`config.mk`:
```
export PLATFORM = sky130hd
export DESIGN_NAME = dssl_coord
export DESIGN_NICKNAME = d
export VERILOG_FILES = /design/src/dssl_pkg.sv /design/src/dssl_coord.sv
export SDC_FILE = /design/constraint.sdc
export NUM_CORES = 1
export LEC_CHECK = 0
export ABC_AREA = 1
export BUFFER_PORTS_ARGS = -buffer_cell sky130_fd_sc_hd__buf_2
export CORE_AREA = 2 2 94 96
export DETAILED_ROUTE_END_ITERATION = 10
export DIE_AREA = 0 0 96 98
export PLACE_DENSITY_LB_ADDON = 0.2
export SKIP_LAST_GASP = 1
export SYNTH_ARGS = -nofsm -noshare
export SYNTH_HDL_FRONTEND = slang
export SYNTH_SLANG_ARGS = --single-unit
```
`constraint.sdc`:
```
create_clock -name vclk -period 5.9
set_input_delay 1.18 -clock vclk [all_inputs]
set_output_delay 1.18 -clock vclk [all_outputs]
set_load 0.005 [all_outputs]
```
`src/dssl_pkg.sv`:
```
// Package for the depth-sorted sprite list: entry layout, codes and helpers.
// No dependencies; used by the interfaces, dssl_coord and the top level.
`default_nettype none
package dssl_pkg;

  localparam int unsigned LIST_DEPTH_DEF = 128;

  // Register reset values
  localparam logic [11:0] HSW_RST   = 12'd160;
  localparam logic [11:0] HSH_RST   = 12'd120;
  localparam logic [9:0]  SIMG_RST  = 10'd0;
  localparam logic [7:0]  SAX_RST   = 8'd8;
  localparam logic [7:0]  SAY_RST   = 8'd2;
  localparam logic [1:0]  SEFF_RST  = 2'd1;

  typedef enum logic [2:0] {
    REG_HSW  = 3'd0,
    REG_HSH  = 3'd1,
    REG_SIMG = 3'd2,
    REG_SAX  = 3'd3,
    REG_SAY  = 3'd4,
    REG_SEFF = 3'd5
  } reg_idx_t;

  typedef enum logic [1:0] {
    MODE_CLEAR = 2'd0,
    MODE_ADD   = 2'd1,
    MODE_READ  = 2'd2
  } mode_t;

  typedef enum logic [1:0] {
    ST_OK      = 2'd0,
    ST_SKIPPED = 2'd1,
    ST_FULL    = 2'd2,
    ST_RANGE   = 2'd3
  } status_t;

  typedef enum logic [2:0] {
    S_IDLE,
    S_SCAN,
    S_SHIFT,
    S_RDATA,
    S_DONE
  } fsm_t;

  // One stored list entry, position and appearance together
  typedef struct packed {
    logic [1:0]         eff;
    logic [7:0]         ay;
    logic [7:0]         ax;
    logic [9:0]         img;
    logic signed [15:0] base;
    logic signed [15:0] y;
    logic signed [15:0] x;
  } entry_t;

  typedef struct packed {
    logic [1:0]         mode;
    logic signed [15:0] world_x;
    logic signed [15:0] world_y;
    logic signed [15:0] height_z;
    logic signed [15:0] cam_x;
    logic signed [15:0] cam_y;
    logic [9:0]         image_ref;
    logic [7:0]         anchor_x;
    logic [7:0]         anchor_y;
    logic [1:0]         effect;
    logic [6:0]         read_index;
  } item_t;

  typedef struct packed {
    logic [1:0]         status;
    logic signed [15:0] screen_x;
    logic signed [15:0] screen_y;
    logic signed [15:0] base_line;
    logic [9:0]         out_image;
    logic [7:0]         out_anchor_x;
    logic [7:0]         out_anchor_y;
    logic [1:0]         out_effect;
    logic [7:0]         list_count;
    logic [7:0]         shadow_total;
  } result_t;

  // Clamp a 19-bit signed sum into 16 bits signed
  function automatic logic signed [15:0] sat16(input logic signed [18:0] v);
    logic signed [15:0] r;
    if (v > 19'sd32767) begin
      r = 16'sh7FFF;
    end else if (v < -19'sd32768) begin
      r = 16'sh8000;
    end else begin
      r = v[15:0];
    end
    return r;
  endfunction

endpackage
`default_nettype wire

```
`src/dssl_coord.sv`:
```
// World to screen transform with 16-bit saturation for one sprite.
// Depends on dssl_pkg (sat16).
`default_nettype none
module dssl_coord (
  input  wire logic [11:0]        half_w,
  input  wire logic [11:0]        half_h,
  input  wire logic signed [15:0] world_x,
  input  wire logic signed [15:0] world_y,
  input  wire logic signed [15:0] height_z,
  input  wire logic signed [15:0] cam_x,
  input  wire logic signed [15:0] cam_y,
  output logic signed [15:0]      screen_x,
  output logic signed [15:0]      top_line,
  output logic signed [15:0]      base_line
);
  import dssl_pkg::*;

  logic signed [18:0] sx_w;
  logic signed [18:0] base_w;
  logic signed [18:0] top_w;

  // Exact sums fit in 19 bits, then clamp
  always_comb begin
    sx_w   = $signed(19'(half_w)) + 19'(world_x) - 19'(cam_x);
    base_w = $signed(19'(half_h)) - 19'(world_y) + 19'(cam_y);
    top_w  = base_w - 19'(height_z);
  end

  assign screen_x  = sat16(sx_w);
  assign top_line  = sat16(top_w);
  assign base_line = sat16(base_w);

endmodule
`default_nettype wire

```
==> impl_metrics.tcl <==
set metrics [dict create \
    seq_area_um2 0 \
    slew-limit-headroom_pct 79.4 \
    cp_max_fo 7 \
    p_per_area_mw_per_mm2 304 \
    clock_buffers 0 \
    synthCells 778 \
    die_width_um 96 \
    drv_cap 0 \
    ys_warn_count 0 \
    total_power_mw 1.83 \
    drc_errors 0 \
    grt_overflow_total 0 \
    initial_utilization_pct 52.0 \
    via_per_inst 4.82 \
    yosysTopAreaCell "nand2_1" \
    vias 5103 \
    gp_congestion 0.893 \
    required_ns 4.72 \
    firstDrtPassIters 5 \
    outcome "finished, final reports clean" \
    crit_arrival_ns 4.62 \
    tightest_slew_ns 0.308 \
    critPathLaunchType "input port" \
    irDropWorstVdd_mv 0.127 \
    min_path_type "input port to output pin" \
    synth_top_area_share_pct 22.8 \
    die_h_um 98 \
    grt_usage_pct 22.3 \
    netlist_area_mm2 0.00440 \
    die_area_mm2 0.00941 \
    timing.setup.critical_path_class "input port to output pin" \
    grt_max_degree 16 \
    period_share_pct 98.3 \
    antenna_found_initial 0 \
    cp-endpoint "top_line[1]" \
    synth_nets 969 \
    drive_above_1_share_pct 32.1 \
    nNetsFinal 1143 \
    rows 34 \
    first_global_vias 4374 \
    seq_cell_count 0 \
    holdWs_ns 2.76 \
    power.leakage_nw 3.74 \
    synth.area.top_cells "nand2_1 (23%), ha_1 (18%), inv_1 (17%)" \
    grt_pass1_wl_um 18000 \
    fill_cells 807 \
    yosysSeqAreaShare_pct 0 \
    wirelength_um 11700 \
    synth_commonest_cells "nand2_1 (268), inv_1 (194), ha_1 (62)" \
    end_kind "output pin" \
    period_minus_slack_ns 5.80 \
    port_buffers 152 \
    rsz0062_at_grt "yes" \
    coreArea_mm2 0.00847 \
    drt_iter0_markers 152 \
    cp-startpoint "half_h[8]" \
    syn-mean-instance-area_um2 5.66 \
    dp_hpwl_um 9360 \
    area_growth_pct 36.7 \
    io_pins 152 \
    hold_violations 0 \
    diodes 0 \
    setup_viol 0 \
    synthDistinctLibCells 33 \
    antenna_left 0 \
    drv_slew 0 \
    yosysMostFrequentCell "nand2_1" \
    fmax_mhz 172 \
    wire_per_inst_um 11.1 \
]
==> placed cells by master (no fill, tap or decap), drive strengths merged <==
cell / n
nor4: 1
a21boi: 1
and3: 2
buf: 177
a31oi: 3
nand2: 286
nor2: 40
nand4: 6
nor2b: 1
o21ai: 14
ha: 62
nor3: 3
or2: 3
inv: 197
nand3b: 2
fa: 25
nand3: 29
a21oi: 49
xnor2: 13
a21o: 4
xor2: 22
a22oi: 1
o21bai: 7
clkbuf: 1
and2: 1
==> logic make-up after synthesis <==
kind of cell	count (synthesis)	synth area share [%]
AND/OR/NAND/NOR	373	35.2
buffers and inverters	204	18.6
adder cells (fa/ha/maj)	87	29.0
AO/OA/AOI/OAI	79	10.3
XOR/XNOR	35	6.96
==> metrics by stage <==
stage / util [%] / cell area [µm²] / std cells / setup TNS (ns) / worst slack (ns)
finish: 71.1 / 6020 / 1058 / 0 / 0.101
CTS: 63.2 / 5350 / 1046 / 0 / 0.00780
floorplan: - / 4400 / 778 / 0 / 0.416
global placement: 63.1 / 5340 / 1045 / 0 / 0.0578
detailed placement: 63.1 / 5340 / 1045 / -0.489 / -0.0389
global route: 71.1 / 6020 / 1058 / -1.37 / -0.112
==> layout make-up <==
cell class / count / area, µm² / share of cell area (%)
multi-input cells: 575 / 4140 / 68.7
repair buffers: 178 / 1000 / 16.7
inverters: 197 / 742 / 12.3
well taps: 108 / 135 / 2.24
==> power breakdown <==
part / switching, mW / total, mW / internal (mW)
logic: 1.02 / 1.83 / 0.804
registers: 0 / 0 / 0
clock network: 0 / 0 / 0
==> worst max-delay path, cell delays in order <==
cell and delay [ns]:
buf_2 0.08, inv_1 0.05, fa_1 0.53, inv_1 0.07, ha_4 0.29, buf_4 0.13
nand2_1 0.09, nor2_1 0.20, nand3_1 0.15, nand3_1 0.12, nand2_1 0.14, ha_4 0.35
nand2_4 0.07, nor2_4 0.10, and3_4 0.18, nand2_2 0.05, nand2_1 0.06, nand2_1 0.05
nand2_2 0.09, nand2_2 0.07, o21ai_4 0.22, clkbuf_16 0.20, nand2_1 0.05, buf_2 0.11
==> routing by layer <==
layer	track usage, %	share of wire, %
met5	0	0
met4	0.989	0.50
met3	0.540	4.6
met2	36.6	47
met1	34.1	48
==> worst min-delay path by stage <==
| stage | start | end | slack [ns] | depth (start not counted) |
|---|---|---|---|---|
| detailed placement | half_w[0] | screen_x[0] | 2.76 | 5 |
| global placement | half_w[0] | screen_x[0] | 2.76 | 5 |
| CTS | half_w[0] | screen_x[0] | 2.76 | 5 |
| global route | half_w[0] | screen_x[0] | 2.82 | 5 |
| finish | half_w[0] | screen_x[0] | 2.76 | 5 |
| floorplan | half_w[0] | screen_x[0] | 2.56 | 3 |
==> what timing repair did <==
| action | 4_1_cts | 5_1_grt |
|---|---|---|
| resized for setup | 1 | 117 |
| setup endpoints to repair | 15 | 15 |
| pin swaps | 3 | 62 |
| cloned | 0 | 2 |
| buffers inserted | 1 | 10 |
| hold buffers | 0 | 0 |
No activity file was read; power rests on OpenSTA's default activity.
